## config.mk

```make
export PLATFORM = sky130hd
export DESIGN_NAME = radix_digit_emitter_flat
export DESIGN_NICKNAME = d
export VERILOG_FILES = /design/src/rde_pkg.sv /design/src/rde_if.sv /design/src/rde_datapath.sv /design/src/rde_ctrl.sv /design/src/radix_digit_emitter.sv /design/src/flat_wrapper.sv
export SDC_FILE = /design/constraint.sdc
export NUM_CORES = 1
export LEC_CHECK = 0
export ABC_AREA = 1
export BUFFER_PORTS_ARGS = -buffer_cell sky130_fd_sc_hd__buf_2
export CAP_MARGIN = 20
export CORE_MARGIN = 2
export CORE_UTILIZATION = 60
export CTS_BUF_LIST = sky130_fd_sc_hd__clkbuf_8
export CTS_CLUSTER_SIZE = 10
export DETAILED_ROUTE_END_ITERATION = 8
export HOLD_SLACK_MARGIN = 0.1
export PLACE_DENSITY = 0.8
export SLEW_MARGIN = 30
export SYNTH_ARGS = -nofsm -noshare
export SYNTH_HDL_FRONTEND = slang
export SYNTH_HIERARCHICAL = 1
export SYNTH_SLANG_ARGS = --single-unit
```

## constraint.sdc

```tcl
create_clock -name clk_i -period 19.24 [get_ports clk_i]
set_input_delay 2.886 -clock clk_i [delete_from_list [all_inputs] [get_ports clk_i]]
set_output_delay 2.886 -clock clk_i [all_outputs]
set_load 0.02 [all_outputs]
```

## src/rde_pkg.sv

```systemverilog
// Package for the radix digit emitter: widths, limits, command and status structs,
// and the digit glyph function. No dependencies.
package rde_pkg;

  localparam int unsigned VALUE_WIDTH = 64;
  localparam int unsigned NUMBER_W    = 64;
  localparam int unsigned RADIX_W     = 6;
  localparam int unsigned CHAR_W      = 7;
  localparam int unsigned DIGIT_W     = 6;
  localparam int unsigned STORE_DEPTH = 64;
  localparam int unsigned ADDR_W      = 6;
  localparam int unsigned COUNT_W     = 7;
  localparam int unsigned RADIX_MIN   = 2;
  localparam int unsigned RADIX_MAX   = 36;
  localparam int unsigned NUM_DECIMAL = 10;
  localparam int unsigned NUM_GLYPHS  = 36;

  // The divider retires this many quotient bits per cycle.
  localparam int unsigned STEP_BITS = 8;
  localparam int unsigned CHUNKS    = (VALUE_WIDTH + STEP_BITS - 1) / STEP_BITS;
  localparam int unsigned PAD_W     = CHUNKS * STEP_BITS;
  localparam int unsigned CHUNK_W   = (CHUNKS > 1) ? $clog2(CHUNKS) : 1;

  localparam logic [CHAR_W-1:0] CHAR_ZERO = 7'h30;
  localparam logic [CHAR_W-1:0] CHAR_A    = 7'h61;

  typedef struct packed {
    logic start;     // capture a new item and clear the digit count
    logic step;      // one divider step
    logic fetch;     // read the digit store at the emit index
    logic show;      // load the output register with the fetched digit
    logic show_bad;  // load the output register with the invalid-radix result
  } rde_cmd_t;

  typedef struct packed {
    logic radix_bad;   // radix on the input channel is outside the valid range
    logic chunk_last;  // this divider cycle finishes one digit
    logic quot_nz;     // quotient of the finishing division is nonzero
    logic store_full;  // the finishing digit fills the digit store
    logic rd_last;     // the emit index points at the least significant digit, the last one emitted
  } rde_status_t;

  function automatic logic [CHAR_W-1:0] digit_glyph(input logic [DIGIT_W-1:0] d);
    logic [CHAR_W-1:0] ch;
    if (d < DIGIT_W'(NUM_DECIMAL)) begin
      ch = CHAR_ZERO + CHAR_W'(d);
    end else if (d < DIGIT_W'(NUM_GLYPHS)) begin
      ch = CHAR_A + CHAR_W'(d) - CHAR_W'(NUM_DECIMAL);
    end else begin
      ch = '0;
    end
    return ch;
  endfunction

endpackage

```

## src/rde_if.sv

```systemverilog
// Valid/ready channel interfaces for the radix digit emitter input and output items.
// Depends on rde_pkg for the field widths.
interface rde_in_if;
  logic                         valid;
  logic                         ready;
  logic [rde_pkg::NUMBER_W-1:0] number;
  logic [rde_pkg::RADIX_W-1:0]  radix;

  modport source (output valid, output number, output radix, input ready);
  modport sink   (input valid, input number, input radix, output ready);
endinterface

interface rde_out_if;
  logic                       valid;
  logic                       ready;
  logic [rde_pkg::CHAR_W-1:0] digit_char;
  logic                       last_digit;
  logic                       bad_radix;

  modport source (output valid, output digit_char, output last_digit, output bad_radix,
                  input ready);
  modport sink   (input valid, input digit_char, input last_digit, input bad_radix,
                  output ready);
endinterface

```

## src/rde_datapath.sv

```systemverilog
// Datapath of the radix digit emitter: chunked restoring divider, digit store,
// emit index and output payload register. Depends on rde_pkg.
module rde_datapath (
  input  logic                         clk_i,
  input  logic                         rst_ni,
  input  logic [rde_pkg::NUMBER_W-1:0] number_i,
  input  logic [rde_pkg::RADIX_W-1:0]  radix_i,
  input  rde_pkg::rde_cmd_t            cmd_i,
  output rde_pkg::rde_status_t         status_o,
  output logic [rde_pkg::CHAR_W-1:0]   digit_char_o,
  output logic                         last_digit_o,
  output logic                         bad_radix_o
);

  logic [rde_pkg::PAD_W-1:0]     work_q;
  logic [rde_pkg::RADIX_W-1:0]   radix_q;
  logic [rde_pkg::DIGIT_W-1:0]   rem_q;
  logic                          nz_q;
  logic [rde_pkg::CHUNK_W-1:0]   chunk_q;
  logic [rde_pkg::COUNT_W-1:0]   count_q;
  logic [rde_pkg::ADDR_W-1:0]    rd_idx_q;
  logic [rde_pkg::DIGIT_W-1:0]   rd_data_q;
  logic [rde_pkg::DIGIT_W-1:0]   store_q [rde_pkg::STORE_DEPTH];

  logic [rde_pkg::STEP_BITS-1:0] qbits;
  logic [rde_pkg::DIGIT_W-1:0]   rem_d;
  logic                          chunk_last;

  // Eight restoring steps on the top byte; the partial remainder stays below the radix.
  always_comb begin
    logic [rde_pkg::DIGIT_W:0]     r;
    logic [rde_pkg::STEP_BITS-1:0] top;
    top = work_q[rde_pkg::PAD_W-1 -: rde_pkg::STEP_BITS];
    r   = {1'b0, rem_q};
    for (int i = rde_pkg::STEP_BITS - 1; i >= 0; i--) begin
      r = {r[rde_pkg::DIGIT_W-1:0], top[i]};
      if (r >= {1'b0, radix_q}) begin
        r        = r - {1'b0, radix_q};
        qbits[i] = 1'b1;
      end else begin
        qbits[i] = 1'b0;
      end
    end
    rem_d = r[rde_pkg::DIGIT_W-1:0];
  end

  assign chunk_last = (chunk_q == rde_pkg::CHUNK_W'(rde_pkg::CHUNKS - 1));

  assign status_o.radix_bad  = (radix_i < rde_pkg::RADIX_W'(rde_pkg::RADIX_MIN)) ||
                               (radix_i > rde_pkg::RADIX_W'(rde_pkg::RADIX_MAX));
  assign status_o.chunk_last = chunk_last;
  assign status_o.quot_nz    = nz_q | (|qbits);
  assign status_o.store_full = (count_q == rde_pkg::COUNT_W'(rde_pkg::STORE_DEPTH - 1));
  assign status_o.rd_last    = (rd_idx_q == '0);

  always_ff @(posedge clk_i or negedge rst_ni) begin
    if (!rst_ni) begin
      chunk_q  <= '0;
      count_q  <= '0;
      rd_idx_q <= '0;
      nz_q     <= 1'b0;
    end else if (cmd_i.start) begin
      chunk_q <= '0;
      count_q <= '0;
      nz_q    <= 1'b0;
    end else if (cmd_i.step) begin
      if (chunk_last) begin
        chunk_q  <= '0;
        nz_q     <= 1'b0;
        count_q  <= count_q + 1'b1;
        rd_idx_q <= count_q[rde_pkg::ADDR_W-1:0];
      end else begin
        chunk_q <= chunk_q + 1'b1;
        nz_q    <= nz_q | (|qbits);
      end
    end else if (cmd_i.show) begin
      rd_idx_q <= rd_idx_q - 1'b1;
    end
  end

  // Working dividend, which turns into the quotient one byte per cycle.
  always_ff @(posedge clk_i) begin
    if (cmd_i.start) begin
      work_q  <= rde_pkg::PAD_W'(number_i[rde_pkg::VALUE_WIDTH-1:0]);
      radix_q <= radix_i;
      rem_q   <= '0;
    end else if (cmd_i.step) begin
      work_q <= (work_q << rde_pkg::STEP_BITS) | rde_pkg::PAD_W'(qbits);
      rem_q  <= chunk_last ? '0 : rem_d;
    end
  end

  always_ff @(posedge clk_i) begin
    if (cmd_i.step && chunk_last) begin
      store_q[count_q[rde_pkg::ADDR_W-1:0]] <= rem_d;
    end
    if (cmd_i.fetch) begin
      rd_data_q <= store_q[rd_idx_q];
    end
  end

  always_ff @(posedge clk_i) begin
    if (cmd_i.show) begin
      digit_char_o <= rde_pkg::digit_glyph(rd_data_q);
      last_digit_o <= (rd_idx_q == '0);
      bad_radix_o  <= 1'b0;
    end else if (cmd_i.show_bad) begin
      digit_char_o <= '0;
      last_digit_o <= 1'b1;
      bad_radix_o  <= 1'b1;
    end
  end

endmodule

```

## src/rde_ctrl.sv

```systemverilog
// Controller of the radix digit emitter: sequences divide, fetch and show steps
// and owns the output valid flag. Depends on rde_pkg.
module rde_ctrl (
  input  logic                 clk_i,
  input  logic                 rst_ni,
  input  logic                 in_valid_i,
  output logic                 in_ready_o,
  output logic                 out_valid_o,
  input  logic                 out_ready_i,
  input  rde_pkg::rde_status_t status_i,
  output rde_pkg::rde_cmd_t    cmd_o
);

  typedef enum logic [2:0] {
    ST_IDLE,
    ST_DIV,
    ST_READ,
    ST_SHOW,
    ST_BAD
  } state_e;

  state_e state_q, state_d;
  logic   out_valid_q, out_valid_d;
  logic   out_free;

  // The output register is free if empty or being taken at this edge.
  assign out_free    = !out_valid_q || out_ready_i;
  assign in_ready_o  = (state_q == ST_IDLE);
  assign out_valid_o = out_valid_q;

  always_comb begin
    state_d = state_q;
    cmd_o   = '0;
    unique case (state_q)
      ST_IDLE: begin
        if (in_valid_i) begin
          cmd_o.start = 1'b1;
          state_d     = status_i.radix_bad ? ST_BAD : ST_DIV;
        end
      end
      ST_DIV: begin
        cmd_o.step = 1'b1;
        if (status_i.chunk_last && !(status_i.quot_nz && !status_i.store_full)) begin
          state_d = ST_READ;
        end
      end
      ST_READ: begin
        if (out_free) begin
          cmd_o.fetch = 1'b1;
          state_d     = ST_SHOW;
        end
      end
      ST_SHOW: begin
        cmd_o.show = 1'b1;
        state_d    = status_i.rd_last ? ST_IDLE : ST_READ;
      end
      ST_BAD: begin
        if (out_free) begin
          cmd_o.show_bad = 1'b1;
          state_d        = ST_IDLE;
        end
      end
      default: state_d = ST_IDLE;
    endcase

    if (cmd_o.show || cmd_o.show_bad) begin
      out_valid_d = 1'b1;
    end else if (out_ready_i) begin
      out_valid_d = 1'b0;
    end else begin
      out_valid_d = out_valid_q;
    end
  end

  always_ff @(posedge clk_i or negedge rst_ni) begin
    if (!rst_ni) begin
      state_q     <= ST_IDLE;
      out_valid_q <= 1'b0;
    end else begin
      state_q     <= state_d;
      out_valid_q <= out_valid_d;
    end
  end

endmodule

```

## src/radix_digit_emitter.sv

```systemverilog
// Top level of the radix digit emitter: joins the controller and the datapath
// to the input and output channels. Depends on rde_pkg, rde_if, rde_ctrl, rde_datapath.
//
//   Channel  Direction  Payload                                  Handshake
//   in_i     sink       number[63:0], radix[5:0]                 valid / ready
//   out_o    source     digit_char[6:0], last_digit, bad_radix   valid / ready
//
// For an item with a valid radix, the restoring divider retires eight quotient bits
// per cycle and divides the 64-bit value repeatedly, storing one digit per
// division; each digit is then read from the registered digit store and loaded into
// the output register. Worst case is radix 2 with all bits set: 64 digits.
// An invalid radix gives its single result once the output register is free.
// Reset clears the state machine, the output valid flag and the digit count; the
// digit store needs no clearing because every entry is written before it is read.
// A stalled output holds its item; the block accepts the next item as soon as the
// last result of the previous one sits in the output register.

module radix_digit_emitter (
  input  logic         clk_i,
  input  logic         rst_ni,
  rde_in_if.sink       in_i,
  rde_out_if.source    out_o
);

  rde_pkg::rde_cmd_t    cmd_s;
  rde_pkg::rde_status_t status_s;
  logic                 in_ready_s;
  logic                 out_valid_s;

  // The controller alone decides the handshake; it sees the datapath only through
  // the command and status structs.
  rde_ctrl u_ctrl (
    .clk_i       (clk_i),
    .rst_ni      (rst_ni),
    .in_valid_i  (in_i.valid),
    .in_ready_o  (in_ready_s),
    .out_valid_o (out_valid_s),
    .out_ready_i (out_o.ready),
    .status_i    (status_s),
    .cmd_o       (cmd_s)
  );

  rde_datapath u_datapath (
    .clk_i        (clk_i),
    .rst_ni       (rst_ni),
    .number_i     (in_i.number),
    .radix_i      (in_i.radix),
    .cmd_i        (cmd_s),
    .status_o     (status_s),
    .digit_char_o (out_o.digit_char),
    .last_digit_o (out_o.last_digit),
    .bad_radix_o  (out_o.bad_radix)
  );

  assign in_i.ready  = in_ready_s;
  assign out_o.valid = out_valid_s;

`ifndef SYNTHESIS
  // After an item is taken the block is not ready in the following cycle.
  assert property (@(posedge clk_i) disable iff (!rst_ni)
    (in_i.valid && in_i.ready) |=> !in_i.ready)
    else $error("input accepted in two consecutive cycles");

  // A store read is always followed by loading the output register.
  assert property (@(posedge clk_i) disable iff (!rst_ni)
    cmd_s.fetch |=> cmd_s.show)
    else $error("digit fetch not followed by output load");

  // A store read or the invalid-radix load is only issued when the output register is empty or being emptied.
  assert property (@(posedge clk_i) disable iff (!rst_ni)
    (cmd_s.fetch || cmd_s.show_bad) |-> (!out_o.valid || out_o.ready))
    else $error("output register overwritten while holding an item");

  // The invalid-radix result is a lone final item with a zero character.
  assert property (@(posedge clk_i) disable iff (!rst_ni)
    (out_o.valid && out_o.bad_radix) |-> (out_o.last_digit && (out_o.digit_char == '0)))
    else $error("malformed invalid-radix result");
`endif

endmodule
```

## src/flat_wrapper.sv

```systemverilog
// flat-port wrapper written by rule: the top's interface ports become plain ports
module radix_digit_emitter_flat 
  (clk_i, rst_ni, in_i_valid, in_i_number, in_i_radix, in_i_ready, out_o_valid, out_o_digit_char, out_o_last_digit, out_o_bad_radix, out_o_ready);
  rde_in_if in_i_i ();
  rde_out_if out_o_i ();
  input  logic clk_i;
  input  logic rst_ni;
  input wire logic [$bits(in_i_i.valid)-1:0] in_i_valid;
  input wire logic [$bits(in_i_i.number)-1:0] in_i_number;
  input wire logic [$bits(in_i_i.radix)-1:0] in_i_radix;
  output wire logic [$bits(in_i_i.ready)-1:0] in_i_ready;
  output wire logic [$bits(out_o_i.valid)-1:0] out_o_valid;
  output wire logic [$bits(out_o_i.digit_char)-1:0] out_o_digit_char;
  output wire logic [$bits(out_o_i.last_digit)-1:0] out_o_last_digit;
  output wire logic [$bits(out_o_i.bad_radix)-1:0] out_o_bad_radix;
  input wire logic [$bits(out_o_i.ready)-1:0] out_o_ready;
  assign in_i_i.valid = in_i_valid;
  assign in_i_i.number = in_i_number;
  assign in_i_i.radix = in_i_radix;
  assign in_i_ready = in_i_i.ready;
  assign out_o_valid = out_o_i.valid;
  assign out_o_digit_char = out_o_i.digit_char;
  assign out_o_last_digit = out_o_i.last_digit;
  assign out_o_bad_radix = out_o_i.bad_radix;
  assign out_o_i.ready = out_o_ready;
  radix_digit_emitter u_core (.clk_i(clk_i), .rst_ni(rst_ni), .in_i(in_i_i), .out_o(out_o_i));
endmodule
```

==> results.md <==
- Synthesized instance count: 2093
- Vias in the first global route: 15600
- Maximum buffer depth of the clock tree: 3
- Worst path setup slack after routing: 4.02 ns
- Ratio of cells with drive above 1 in the final layout: 12.4%
- Clock transition at the registers of the reported paths: 0.07 ns
- Mean instance size in the synthesized netlist: 11.0 um2
- Clock root cell: sky130_fd_sc_hd__clkbuf_8
- Die X-Extent: 200 um
- Area of the core: 37700 um2
- FF/Latch Area: 14700 um2
- Cell types occupying the most area after synthesis: sky130_fd_sc_hd__edfxtp_1, sky130_fd_sc_hd__nand2_1, sky130_fd_sc_hd__o21ai_0
- Max-slew violations: 0
- Setup TNS after final layout: 0 ns
- Total congestion overflow: 0
- Via density: 5.99
- Wirelength, routed: 56.6 mm
- Detail-routed net length per standard cell: 20.6 um
- Number of remaining DRC errors: 0
- Count of cells along the worst hold path: 2
- Maximum operating frequency: 65.7 MHz
- Maximum number of pins on one net before global-route repair: 90
- CP delay by family, top: compound AO/OA/AOI/OAI gates
- Signal arrival time at the worst endpoint: 15.54 ns
- Final Instance Count excl. Fillers: 2742
- Diodes inserted: 0
- Number of vias in the routed layout: 16400
- Net count of the mapped netlist: 2232
- Filler cells: 2839
- Clock Latency Late Sink: 0.64 ns
- Most common flop cell mapped by yosys: sky130_fd_sc_hd__edfxtp_1
- Critical-path cell with the highest stage delay: sky130_fd_sc_hd__edfxtp_1
- Async SR Flop Fraction: 4.23%
- Path type of the worst min-delay path: reg2reg
- Power density of the placed cells: 177 nW/um2
- R2R cell count: 74
- CP Depth: 74
- Run status: completed
- Antenna violations before repair: 1
- CTS tree: done
- Critical path buffers and inverters: 11
- Final critical path time including I/O delays and setup: 15.22 ns
- Critical-path maximum fanout: 64
- Part of the Yosys area used for sequential elements: 64.1%
- Post-route antenna net violation count: 0
- Count of hold-fix buffers inserted at cts: 0
- Count of flip-flops with a built-in enable after synthesis: 468
- Crit Path Class: reg2reg
- Worst slew margin relative to its limit: 29.6%
- Count of different cell masters after synthesis: 60
- CTS Sinks: 496
- Final Hold Viols: 0
- Final clock skew: 0.0343 ns
- CP startpoint kind: register
- Max-capacitance violation count: 0
- Detailed placer's ending HPWL: 35.5 mm
- Worst hold-check slack: 0.466 ns
- Top-area cell type share of the netlist area: 61.2%
- Crit end category: register
- Synth top cells by count: sky130_fd_sc_hd__edfxtp_1, sky130_fd_sc_hd__nand2_1, sky130_fd_sc_hd__nor2_1
- Max stage delay on crit path: 0.66 ns
- Slew of the pin with the lowest slew margin: 1.03 ns
- Number of nets in the finished design: 2315
- Tot Pwr: 4.48 mW
- Peak supply drop: 440 uV
- Violation count after the first detailed-routing iteration: 2064
- Synthesis-to-finish area growth: 10.1%
- RSZ-0062 raised after global routing: false
- Library cell with the largest summed area after synthesis: sky130_fd_sc_hd__edfxtp_1
- Total die area: 39900 um2
- Port Buf Inserts: 84
- Post-synthesis instance area: 23000 um2
- Most Frequent Cell on Critical Path: sky130_fd_sc_hd__inv_1
- Number of CTS-inserted buffers: 78
- Final standard cell area without fillers: 25300 um2
- Total area of multi-input combinational cells: 7430 um2
- Last weighted congestion value of the routability-driven placer: 0.947
- Req. time, crit path: 19.56 ns
- Initial cell density of the core: 61.0%
- Number of warnings printed during yosys synthesis: 6
- Post-layout utilization of the core: 67.1%
- Wire length of the first global-routing pass: 85.5 mm
- 1st-pass router iterations: 6
- Dpl cell area: 23800 um2
- LEAKAGE: 9.61 nW
- Setup violators final: 0
- Number of buffers inserted to repair setup after CTS: 0
- Post-cts repair resize count: 0
- DIE HEIGHT: 200 um
- Total track usage: 28.6%
- Register bit count reported by yosys: 496
- Final Cycle Share: 79.1%
- Cell count after placement: 2607
- IO Pins: 85
- Most common cell in the synthesized netlist: sky130_fd_sc_hd__edfxtp_1
- Cell row count: 71
- Number of H-tree levels: 3
- Setup WS pre-CTS: 4.10 ns
==> area by class of cell <==
type	instances	area share [%]
tap	511	2.53
sequential	496	58.3
clock inverter	54	1.29
timing repair buffer	103	2.23
clock buffer	81	4.41
inverter	125	1.87
multi-input combinational	1372	29.4
==> registers in the layout (all words and copies together) (netlist names) <==
register	count
u_core/u_datapath/store_q	384
u_core/u_datapath/work_q	64
u_core/u_datapath/count_q	7
u_core/u_datapath/digit_char_o	7
u_core/u_datapath/radix_q	6
u_core/u_datapath/rd_data_q	6
u_core/u_datapath/rd_idx_q	6
u_core/u_datapath/rem_q	6
u_core/u_ctrl/state_q	3
u_core/u_datapath/chunk_q	3
u_core/u_ctrl/out_valid_o	1
u_core/u_datapath/bad_radix_o	1
u_core/u_datapath/last_digit_o	1
u_core/u_datapath/nz_q	1
==> metal layers <==
layer  part of all wire (%)  vias to the layer above  track usage (%)
met1                     40                     7799             39.2
met2                     46                      871             44.2
li1                       -                     7609                -
met4                    2.9                        2             10.5
met3                     11                      140             7.85
met5                  0.016                        -                0
==> placed cells by master (no fill, tap or decap), types with 7 or more instances in the layout <==
cell type,n
sky130_fd_sc_hd__edfxtp_1,468
sky130_fd_sc_hd__nand2_1,415
sky130_fd_sc_hd__nor2_1,266
sky130_fd_sc_hd__o21ai_0,216
sky130_fd_sc_hd__inv_1,137
sky130_fd_sc_hd__buf_2,84
sky130_fd_sc_hd__clkbuf_8,81
sky130_fd_sc_hd__a21oi_1,66
sky130_fd_sc_hd__o22ai_1,59
sky130_fd_sc_hd__ha_1,57
sky130_fd_sc_hd__nand3_1,43
sky130_fd_sc_hd__o221ai_1,21
sky130_fd_sc_hd__xor2_1,19
sky130_fd_sc_hd__buf_4,19
sky130_fd_sc_hd__clkinv_1,18
sky130_fd_sc_hd__dfrtp_1,18
sky130_fd_sc_hd__mux2i_1,16
sky130_fd_sc_hd__nand2_2,15
sky130_fd_sc_hd__nor3_1,15
sky130_fd_sc_hd__xnor2_1,14
sky130_fd_sc_hd__nand4_1,13
sky130_fd_sc_hd__nor2_2,9
sky130_fd_sc_hd__clkinv_2,8
sky130_fd_sc_hd__o21ai_1,8
sky130_fd_sc_hd__o21a_1,8
sky130_fd_sc_hd__a221oi_1,8
sky130_fd_sc_hd__nor4_1,8
sky130_fd_sc_hd__fa_1,8
sky130_fd_sc_hd__a31oi_1,7
sky130_fd_sc_hd__inv_2,7
sky130_fd_sc_hd__dfxtp_1,7
==> power breakdown <==
group	total [mW]	switching, mW	internal (mW)
combinational	1.44	1.18	0.255
sequential	2.21	0.0203	2.19
clock	0.840	0.408	0.432
total	4.48	1.61	2.87
==> worst min-delay path, stage by stage, from the launching register on <==
cell and delay [ns]:
sky130_fd_sc_hd__dfxtp_1 0.32, sky130_fd_sc_hd__nor2_1 0.05, sky130_fd_sc_hd__nor2_1 0.07
==> cells by family (layout without fill, tap and decap cells) <==
kind of cell | after synthesis | after routing | synth area share (%)
buffers and inverters | 225 | 363 | 3.84
and+or+nand+nor | 812 | 812 | 14.8
muxes | 16 | 16 | 0.697
xor gates and xnor gates | 33 | 33 | 1.26
adders and majority gates | 65 | 65 | 3.80
DFF | 496 | 496 | 64.1
AOI/OAI and AO/OA | 446 | 446 | 11.5
==> final timing paths <==
check / slack (ns) / end / startpoint
min in group asynchronous: 2.24 / u_core/u_datapath/rd_idx_q[1] / rst_ni
worst min-delay path: 0.47 / u_core/u_datapath/bad_radix_o / u_core/u_datapath/bad_radix_o
worst max-delay path: 4.02 / u_core/u_datapath/store_q[39][2] / u_core/u_datapath/radix_q[1]
worst max register to register: 4.02 / u_core/u_datapath/store_q[39][2] / u_core/u_datapath/radix_q[1]
worst min register to register: 0.47 / u_core/u_datapath/bad_radix_o / u_core/u_datapath/bad_radix_o
max in group asynchronous: 16.57 / u_core/u_datapath/rd_idx_q[0] / rst_ni
Power figures use the tool's default switching activity.
